<file path="src/rtl/srvpb_pkg.sv">
// Shared types and constants of the servo record and playback block.
package srvpb_pkg;

  // Transaction kinds carried on the input tuser field.
  typedef enum logic [1:0] {
    KIND_SAMPLE    = 2'd0,
    KIND_BUTTON    = 2'd1,
    KIND_PLAY_TICK = 2'd2,
    KIND_US_TICK   = 2'd3
  } kind_t;

  typedef enum logic [1:0] {
    MODE_MANUAL   = 2'd0,
    MODE_RECORD   = 2'd1,
    MODE_PLAYBACK = 2'd2
  } mode_t;

  localparam int unsigned SAMPLE_W = 12;
  localparam int unsigned PULSE_W  = 11;
  localparam int unsigned COUNT_W  = 9;
  localparam int unsigned PERIOD_W = 16;

  localparam logic [PULSE_W-1:0]  PULSE_RESET  = 11'd1500;
  localparam logic [PULSE_W-1:0]  PULSE_MIN    = 11'd1000;
  localparam logic [PULSE_W-1:0]  PULSE_MID    = 11'd1500;
  localparam logic [PULSE_W-1:0]  PULSE_MAX    = 11'd2000;
  localparam logic [PERIOD_W-1:0] PERIOD_RESET = 16'd20000;
  localparam logic [COUNT_W-1:0]  COUNT_MAX    = 9'd511;

  // Deadband limits: readings from DB_LO up to DB_HI - 1 give the centre pulse.
  localparam logic [SAMPLE_W-1:0] DB_LO = 12'd1948;
  localparam logic [SAMPLE_W-1:0] DB_HI = 12'd2147;

  // Scaled reciprocals, rounded up, for floor(x * 500 / 1947) and floor(x * 500 / 1948).
  // Exact for x up to 1948 with this shift.
  localparam int unsigned MAP_SHIFT = 24;
  localparam int unsigned MUL_W     = 23;
  localparam logic [MUL_W-1:0] MAP_MUL_LO =
    MUL_W'(((64'd1 << MAP_SHIFT) * 64'd500 + 64'd1946) / 64'd1947);
  localparam logic [MUL_W-1:0] MAP_MUL_HI =
    MUL_W'(((64'd1 << MAP_SHIFT) * 64'd500 + 64'd1947) / 64'd1948);

  // Per-transaction control handed from the sequencer to the output stage.
  typedef struct packed {
    logic                 upd_pulse;
    logic                 from_store;
    logic                 store_hit;
    logic                 us_tick;
    mode_t                mode;
    logic [COUNT_W-1:0]   count;
  } item_ctl_t;

endpackage

</file>
<file path="src/rtl/srvpb_ram.sv">
// Generic single-write, single-read RAM with registered read data.
module srvpb_ram #(
  parameter int unsigned WIDTH = 12,
  parameter int unsigned DEPTH = 256
) (
  input  logic                     clk,
  input  logic                     we,
  input  logic [$clog2(DEPTH)-1:0] waddr,
  input  logic [WIDTH-1:0]         wdata,
  input  logic                     re,
  input  logic [$clog2(DEPTH)-1:0] raddr,
  output logic [WIDTH-1:0]         rdata
);

  logic [WIDTH-1:0] mem_r [DEPTH];
  logic [WIDTH-1:0] rdata_r;

  always_ff @(posedge clk) begin
    if (we) begin
      mem_r[waddr] <= wdata;
    end
    if (re) begin
      rdata_r <= mem_r[raddr];
    end
  end

  assign rdata = rdata_r;

endmodule

</file>
<file path="src/rtl/srvpb_pulse_map.sv">
// Sensor reading to pulse width mapping with one reciprocal multiplier.
module srvpb_pulse_map (
  input  logic [srvpb_pkg::SAMPLE_W-1:0] value,
  output logic [srvpb_pkg::PULSE_W-1:0]  pulse
);

  logic                                                    below;
  logic                                                    above;
  logic [srvpb_pkg::SAMPLE_W-1:0]                          operand;
  logic [srvpb_pkg::MUL_W-1:0]                             mul;
  logic [srvpb_pkg::SAMPLE_W+srvpb_pkg::MUL_W-1:0]         prod;
  logic [srvpb_pkg::PULSE_W-1:0]                           quot;

  always_comb begin
    below   = value < srvpb_pkg::DB_LO;
    above   = value >= srvpb_pkg::DB_HI;
    operand = below ? value : (value - srvpb_pkg::DB_HI);
    mul     = below ? srvpb_pkg::MAP_MUL_LO : srvpb_pkg::MAP_MUL_HI;
    prod    = (srvpb_pkg::SAMPLE_W + srvpb_pkg::MUL_W)'(operand) *
              (srvpb_pkg::SAMPLE_W + srvpb_pkg::MUL_W)'(mul);
    quot    = srvpb_pkg::PULSE_W'(prod >> srvpb_pkg::MAP_SHIFT);
    if (below) begin
      pulse = srvpb_pkg::PULSE_MIN + quot;
    end else if (above) begin
      pulse = srvpb_pkg::PULSE_MID + quot;
    end else begin
      pulse = srvpb_pkg::PULSE_MID;
    end
  end

endmodule

</file>
<file path="src/rtl/srvpb_seq_ctrl.sv">
// Mode sequencer and store addressing: record writes, playback reads, fill mark.
module srvpb_seq_ctrl #(
  parameter int unsigned DEPTH = 256
) (
  input  logic                              clk,
  input  logic                              rst_n,
  input  logic                              acc,
  input  srvpb_pkg::kind_t                  kind,
  input  logic [srvpb_pkg::SAMPLE_W-1:0]    sample,
  output logic                              ram_we,
  output logic [$clog2(DEPTH)-1:0]          ram_waddr,
  output logic [srvpb_pkg::SAMPLE_W-1:0]    ram_wdata,
  output logic                              ram_re,
  output logic [$clog2(DEPTH)-1:0]          ram_raddr,
  output srvpb_pkg::item_ctl_t              item
);

  localparam int unsigned AW  = $clog2(DEPTH);
  localparam int unsigned RIW = $clog2(DEPTH + 1);

  srvpb_pkg::mode_t mode_r, mode_nxt;
  logic [RIW-1:0]   rec_idx_r, rec_idx_nxt;
  logic [AW-1:0]    play_idx_r, play_idx_nxt;
  // Entries below the fill mark have been written since reset; the rest read as zero.
  logic [RIW-1:0]   fill_r, fill_nxt;
  logic             rec_ok;
  logic             play_ok;

  always_ff @(posedge clk) begin
    if (!rst_n) begin
      mode_r     <= srvpb_pkg::MODE_MANUAL;
      rec_idx_r  <= '0;
      play_idx_r <= '0;
      fill_r     <= '0;
    end else if (acc) begin
      mode_r     <= mode_nxt;
      rec_idx_r  <= rec_idx_nxt;
      play_idx_r <= play_idx_nxt;
      fill_r     <= fill_nxt;
    end
  end

  always_comb begin
    mode_nxt     = mode_r;
    rec_idx_nxt  = rec_idx_r;
    play_idx_nxt = play_idx_r;
    fill_nxt     = fill_r;
    rec_ok       = 1'b0;
    play_ok      = 1'b0;
    item.upd_pulse  = 1'b0;
    item.from_store = 1'b0;
    item.store_hit  = 32'(play_idx_r) < 32'(fill_r);
    item.us_tick    = 1'b0;

    unique case (kind)
      srvpb_pkg::KIND_SAMPLE: begin
        item.upd_pulse = mode_r != srvpb_pkg::MODE_PLAYBACK;
        rec_ok = (mode_r == srvpb_pkg::MODE_RECORD) && (rec_idx_r < RIW'(DEPTH));
        if (rec_ok) begin
          rec_idx_nxt = rec_idx_r + RIW'(1);
          if (rec_idx_nxt > fill_r) begin
            fill_nxt = rec_idx_nxt;
          end
        end
      end
      srvpb_pkg::KIND_BUTTON: begin
        unique case (mode_r)
          srvpb_pkg::MODE_MANUAL: begin
            mode_nxt     = srvpb_pkg::MODE_RECORD;
            rec_idx_nxt  = '0;
            play_idx_nxt = '0;
          end
          srvpb_pkg::MODE_RECORD: begin
            mode_nxt     = srvpb_pkg::MODE_PLAYBACK;
            play_idx_nxt = '0;
          end
          srvpb_pkg::MODE_PLAYBACK: begin
            mode_nxt = srvpb_pkg::MODE_MANUAL;
          end
          default: begin
            mode_nxt = srvpb_pkg::MODE_MANUAL;
          end
        endcase
      end
      srvpb_pkg::KIND_PLAY_TICK: begin
        play_ok = mode_r == srvpb_pkg::MODE_PLAYBACK;
        item.upd_pulse  = play_ok;
        item.from_store = 1'b1;
        if (play_ok) begin
          play_idx_nxt = (play_idx_r == AW'(DEPTH - 1)) ? '0 : play_idx_r + AW'(1);
        end
      end
      srvpb_pkg::KIND_US_TICK: begin
        item.us_tick = 1'b1;
      end
    endcase

    item.mode  = mode_nxt;
    item.count = (32'(rec_idx_nxt) > 32'(srvpb_pkg::COUNT_MAX)) ?
                 srvpb_pkg::COUNT_MAX : srvpb_pkg::COUNT_W'(rec_idx_nxt);
  end

  assign ram_we    = acc && rec_ok;
  assign ram_waddr = rec_idx_r[AW-1:0];
  assign ram_wdata = sample;
  assign ram_re    = acc && play_ok;
  assign ram_raddr = play_idx_r;

`ifndef SYNTHESIS
  a_rec_idx_bound: assert property (@(posedge clk) disable iff (!rst_n)
    32'(rec_idx_r) <= DEPTH)
    else $error("record index beyond store depth");

  a_fill_covers_rec: assert property (@(posedge clk) disable iff (!rst_n)
    fill_r >= rec_idx_r)
    else $error("fill mark below record index");

  a_write_advances: assert property (@(posedge clk) disable iff (!rst_n)
    ram_we |=> (rec_idx_r == $past(rec_idx_r) + RIW'(1)))
    else $error("store write did not advance the record index");
`endif

endmodule

</file>
<file path="src/rtl/servo_pwm_record_playback_top.sv">
// Top level of the servo pulse generator with sample record and playback.
//
//   Channel  Direction  Payload
//   in_      slave      tuser[1:0] kind; tdata[11:0] sample
//   out_     master     tdata: servo_pin, pulse_width_us, mode, record_led, recorded_count
//   cfg_     write      wr_data[15:0] frame_period_us
//
// One transaction is accepted per cycle unless the output stalls; each result is registered.
// The store RAM is read at acceptance and its data is mapped in the second stage, where the
// pulse width, frame counter and pin are updated in transaction order.
// Reset is synchronous; the store needs no clearing pass, as a fill mark makes unwritten
// entries read as zero. A stall on the output holds one result and one transaction in flight.
module servo_pwm_record_playback_top #(
  parameter int unsigned DEPTH = 256
) (
  input  logic        clk,
  input  logic        rst_n,
  input  logic        in_tvalid,
  output logic        in_tready,
  input  logic [15:0] in_tdata,   // [11:0] sample, zero padded
  input  logic [1:0]  in_tuser,   // [1:0] kind
  output logic        out_tvalid,
  input  logic        out_tready,
  // [0] servo_pin, [11:1] pulse_width_us, [13:12] mode, [14] record_led,
  // [23:15] recorded_count
  output logic [23:0] out_tdata,
  input  logic        cfg_wr_en,
  input  logic [15:0] cfg_wr_data
);

  localparam int unsigned AW = $clog2(DEPTH);

  logic                                  in_acc;
  srvpb_pkg::item_ctl_t                  item;
  logic                                  ram_we;
  logic [AW-1:0]                         ram_waddr;
  logic [srvpb_pkg::SAMPLE_W-1:0]        ram_wdata;
  logic                                  ram_re;
  logic [AW-1:0]                         ram_raddr;
  logic [srvpb_pkg::SAMPLE_W-1:0]        ram_rdata;

  logic                                  s1_valid_r;
  srvpb_pkg::item_ctl_t                  s1_item_r;
  logic [srvpb_pkg::SAMPLE_W-1:0]        s1_sample_r;
  logic                                  s1_adv;

  logic [srvpb_pkg::PERIOD_W-1:0]        period_r;
  logic [srvpb_pkg::PULSE_W-1:0]         pulse_r, pulse_nxt;
  logic [srvpb_pkg::PERIOD_W-1:0]        frame_r, frame_nxt, frame_inc;
  logic                                  pin_r, pin_nxt;
  logic [srvpb_pkg::SAMPLE_W-1:0]        map_in;
  logic [srvpb_pkg::PULSE_W-1:0]         map_out;

  logic                                  out_valid_r;
  logic [23:0]                           out_data_r;

  assign s1_adv    = s1_valid_r && (!out_valid_r || out_tready);
  assign in_tready = !s1_valid_r || s1_adv;
  assign in_acc    = in_tvalid && in_tready;

  srvpb_seq_ctrl #(
    .DEPTH (DEPTH)
  ) u_seq_ctrl (
    .clk       (clk),
    .rst_n     (rst_n),
    .acc       (in_acc),
    .kind      (srvpb_pkg::kind_t'(in_tuser)),
    .sample    (in_tdata[11:0]),
    .ram_we    (ram_we),
    .ram_waddr (ram_waddr),
    .ram_wdata (ram_wdata),
    .ram_re    (ram_re),
    .ram_raddr (ram_raddr),
    .item      (item)
  );

  srvpb_ram #(
    .WIDTH (srvpb_pkg::SAMPLE_W),
    .DEPTH (DEPTH)
  ) u_store (
    .clk   (clk),
    .we    (ram_we),
    .waddr (ram_waddr),
    .wdata (ram_wdata),
    .re    (ram_re),
    .raddr (ram_raddr),
    .rdata (ram_rdata)
  );

  // The RAM output only changes on a new read, which needs the second stage to move on.
  always_comb begin
    if (s1_item_r.from_store) begin
      map_in = s1_item_r.store_hit ? ram_rdata : '0;
    end else begin
      map_in = s1_sample_r;
    end
  end

  srvpb_pulse_map u_pulse_map (
    .value (map_in),
    .pulse (map_out)
  );

  always_comb begin
    pulse_nxt = s1_item_r.upd_pulse ? map_out : pulse_r;
    frame_inc = frame_r + srvpb_pkg::PERIOD_W'(1);
    frame_nxt = frame_r;
    pin_nxt   = pin_r;
    if (s1_item_r.us_tick) begin
      if (frame_inc >= period_r) begin
        frame_nxt = '0;
        pin_nxt   = 1'b1;
      end else begin
        frame_nxt = frame_inc;
        if (frame_inc == srvpb_pkg::PERIOD_W'(pulse_r)) begin
          pin_nxt = 1'b0;
        end
      end
    end
  end

  always_ff @(posedge clk) begin
    if (!rst_n) begin
      period_r    <= srvpb_pkg::PERIOD_RESET;
      s1_valid_r  <= 1'b0;
      out_valid_r <= 1'b0;
      pulse_r     <= srvpb_pkg::PULSE_RESET;
      frame_r     <= '0;
      pin_r       <= 1'b0;
    end else begin
      if (cfg_wr_en) begin
        period_r <= cfg_wr_data;
      end
      if (in_acc) begin
        s1_valid_r <= 1'b1;
      end else if (s1_adv) begin
        s1_valid_r <= 1'b0;
      end
      if (s1_adv) begin
        out_valid_r <= 1'b1;
        pulse_r     <= pulse_nxt;
        frame_r     <= frame_nxt;
        pin_r       <= pin_nxt;
      end else if (out_tready) begin
        out_valid_r <= 1'b0;
      end
    end
  end

  always_ff @(posedge clk) begin
    if (in_acc) begin
      s1_item_r   <= item;
      s1_sample_r <= in_tdata[11:0];
    end
    if (s1_adv) begin
      out_data_r <= {s1_item_r.count,
                     s1_item_r.mode == srvpb_pkg::MODE_RECORD,
                     s1_item_r.mode,
                     pulse_nxt,
                     pin_nxt};
    end
  end

  assign out_tvalid = out_valid_r;
  assign out_tdata  = out_data_r;

`ifndef SYNTHESIS
  a_accept_enters_stage: assert property (@(posedge clk) disable iff (!rst_n)
    in_acc |=> s1_valid_r)
    else $error("accepted transaction did not enter the second stage");

  a_stage_holds_on_stall: assert property (@(posedge clk) disable iff (!rst_n)
    (s1_valid_r && !s1_adv) |=> (s1_valid_r && $stable(s1_item_r)))
    else $error("stalled transaction lost from the second stage");

  a_pulse_range: assert property (@(posedge clk) disable iff (!rst_n)
    pulse_r >= srvpb_pkg::PULSE_MIN && pulse_r <= srvpb_pkg::PULSE_MAX)
    else $error("pulse width out of range");
`endif

endmodule

</file>
<file path="config.mk">
export PLATFORM = sky130hd
export DESIGN_NAME = servo_pwm_record_playback_top
export DESIGN_NICKNAME = d
export VERILOG_FILES = /design/src/rtl/srvpb_pkg.sv /design/src/rtl/srvpb_ram.sv /design/src/rtl/srvpb_pulse_map.sv /design/src/rtl/srvpb_seq_ctrl.sv /design/src/rtl/servo_pwm_record_playback_top.sv
export SDC_FILE = /design/constraint.sdc
export NUM_CORES = 2
export LEC_CHECK = 0
export CAP_MARGIN = 10
export CORE_ASPECT_RATIO = 0.7
export CORE_MARGIN = 4
export CORE_UTILIZATION = 53
export DETAILED_ROUTE_END_ITERATION = 10
export DONT_BUFFER_PORTS = 1
export PLACE_DENSITY = 0.74
export SYNTH_ARGS = -nofsm -noshare
export SYNTH_HDL_FRONTEND = slang
export SYNTH_SLANG_ARGS = --single-unit
</file>
<file path="constraint.sdc">
create_clock -name clk -period 12.5 [get_ports clk]
set_input_delay 1.25 -clock clk [delete_from_list [all_inputs] [get_ports clk]]
set_output_delay 1.25 -clock clk [all_outputs]
set_load 0.03 [all_outputs]
</file>
==> impl_metrics.tcl <==
set metrics [dict create \
    ys_seq_area_share_pct 73.54 \
    viasPerCell 6.558 \
    finalNonFillerCells 9768 \
    setup_viol 0 \
    synth.area.top_cells "edfxtp_1 72%, mux4_2 17%, fa_1 1.7%, ha_1 1.2%, dfxtp_1 1.1%" \
    htreeDepth 5 \
    maxCapViolCount 0 \
    cts_root_buffer "clkbuf_16" \
    synth-seq-cells 3209 \
    cts.clk_slew.worst_paths_ps 60 \
    vias 64062 \
    power_leakage_nw 44.36 \
    cts_buffers 289 \
    ys.flop_type "edfxtp_1" \
    cts.sinks 3209 \
    overflow 0 \
    cts_resized 0 \
    tightest_slew_ps 1289 \
    nets 6602 \
    place.gp.congestion 0.8765 \
    status "finished, final reports clean" \
    worstPathArrival_ps 11220 \
    die_area_sq_um 253500 \
    dp_cells 9210 \
    synth_top_cell_area_share_pct 72.40 \
    critPathCaptureType "flip-flop" \
    final_cell_mix "3135 x edfxtp_1, 990 x mux4_2, 314 x nor2_1" \
    start_kind "flip-flop" \
    hpwl_mm 177.4 \
    layout_commonest_cell "edfxtp_1" \
    clock-skew-final_ps 48.94 \
    core_sq_um 243000 \
    crit_fanout 24 \
    slew_headroom_pct 13.76 \
    netlist_area_sq_um 130000 \
    synth_cells 6079 \
    hold_class "flip-flop to flip-flop" \
    grt_usage_pct 24.44 \
    io_buffer_count 0 \
    synth_top_area_cell "edfxtp_1" \
    wire_per_inst_um 31.58 \
    dr.pass1.iters 9 \
    p_per_area_nw_per_um2 165.2 \
    cts_tree "yes" \
    antenna_found_initial 27 \
    cts_buffer_depth 4 \
    fin_crit_ps 10630 \
    synth_warnings 0 \
    rsz0062_at_grt "false" \
    grt_pass1_vias 62827 \
    synth_area_per_cell_sq_um 21.39 \
    finalHoldViolCount 0 \
    num_io_pins 65 \
    cts_hold_buf 0 \
    clock_latency_ps 850 \
    clock.fmax_mhz 94.06 \
    grt_first_pass_wirelength_mm 450.7 \
    drt-total-wl_mm 308.5 \
    drtIter0Drc 9876 \
    synth-edff-count 3135 \
    start_util_pct 53.52 \
    fp.dieH_um 422.4 \
    drive_gt1_share_pct 26.40 \
    path_class "flip-flop to flip-flop" \
    synthToLayoutAreaGrowth_pct 10.83 \
    die_w_um 600.0 \
    required_ps 13090 \
    ant_nets 0 \
    grt_start_max_net_pins 258 \
    num_rows 151 \
    finalSetupTns_ps 0 \
    slew_viol_final 0 \
    critical-path-max-stage-delay_ps 900 \
    ys_types 81 \
    slowest_stage "xor2_1" \
    async_reset_ff_share_pct 0 \
    cts_setup_buffers 0 \
    fin_crit_sh_pct 85.06 \
    drc 0 \
    vdd_drop_max_v 0.0003292 \
]
per-stage QoR:
stage	area [sq um]	hold WS [ps]	total power, mW	utilization (%)	setup slack [ps]
2_1_floorplan	130000	400.3	14.47	-	4674
6_report	144100	445.6	23.81	59.32	1868
3_5_place_dp	134600	434.3	15.26	55.42	2265
4_1_cts	143700	432.1	23.87	59.16	2219
3_3_place_gp	134600	430.3	15.28	55.40	2511
5_1_grt	144100	442.6	24.82	59.30	1488
cell usage after synthesis, types with 12 or more instances:
| cell | instances |
|---|---|
| buf_2 | 86 |
| xnor2_1 | 34 |
| and2_1 | 12 |
| fa_1 | 110 |
| clkbuf_1 | 175 |
| o21a_1 | 12 |
| inv_1 | 220 |
| ha_1 | 126 |
| nor2_1 | 323 |
| nor3_1 | 17 |
| a21o_1 | 18 |
| mux2_2 | 17 |
| o21ai_0 | 61 |
| mux4_2 | 990 |
| nand3_1 | 72 |
| edfxtp_1 | 3135 |
| a21boi_0 | 20 |
| nand4_1 | 13 |
| xor2_1 | 22 |
| nor2b_1 | 54 |
| buf_1 | 43 |
| a211oi_1 | 26 |
| mux2i_1 | 41 |
| nand2b_1 | 20 |
| nand2_1 | 151 |
| and3_1 | 14 |
| dfxtp_1 | 74 |
| a21oi_1 | 76 |
report_power, final:
part           internal, mW  switching (mW)
clock network          4.86            3.85
registers              11.8          0.0457
logic                  1.26            1.96
total                  18.0            5.86
cell type report:
cell class / instances / area (sq um)
tap: 3213 / 4020
clock inverter: 150 / 1299
multi-input combinational: 2329 / 32220
inverter: 223 / 838.3
fill: 16536 / 98850
timing repair buffer: 275 / 2268
sequential: 3209 / 95650
antenna: 14 / 35.03
clock buffer: 355 / 7796
sequential cells by signal, summed over array words and instances, names as in the netlist:
signal	count
u_store.rdata	12
u_seq_ctrl.ram_raddr	8
s1_item_r	15
s1_valid_r	1
out_tvalid	1
pulse_r	11
u_seq_ctrl.fill_r	9
period_r	16
pin_r	1
u_store.mem_r	3072
u_seq_ctrl.rec_idx_r	9
s1_sample_r	12
frame_r	16
out_tdata	24
u_seq_ctrl.mode_r	2
kinds of logic (layout without fill, tap and decap cells):
kind of cell	count (synthesis)	in the layout	synth area share, %
xor gates and xnor gates	58	58	0.4022
DFF	3209	3209	73.54
muxes	1048	1048	17.61
buffers and inverters	543	1003	1.720
other	1	17	0.002884
and+or+nand+nor	702	702	2.397
adders and majority gates	236	236	2.906
AOI/OAI and AO/OA	282	282	1.424
metal layers:
layer / part of all wire [%] / GRT usage, %
met5: 0.037 / 0.4934
met4: 2.6 / 6.138
met3: 14 / 7.435
met2: 44 / 33.48
met1: 40 / 38.60
worst max-delay path, delay by kind of cell, from the launching register on:
kind,cells,cell delay [ps]
simple gates,8,2020
buf+inv,6,1100
flops,1,790
xor+xnor,3,1710
compound gates,7,1690
fa+ha+maj,7,3030
path summary, 6_finish.rpt:
kind,startpoint,end,slack (ps),depth (start not counted)
max reg2reg,s1_item_r[13],out_tdata[11],1870,31
min reg2reg,s1_item_r[6],out_tdata[21],450,0
min,s1_item_r[6],out_tdata[21],450,0
max,s1_item_r[13],out_tdata[11],1870,31
No activity file was read; power rests on OpenSTA's default activity.
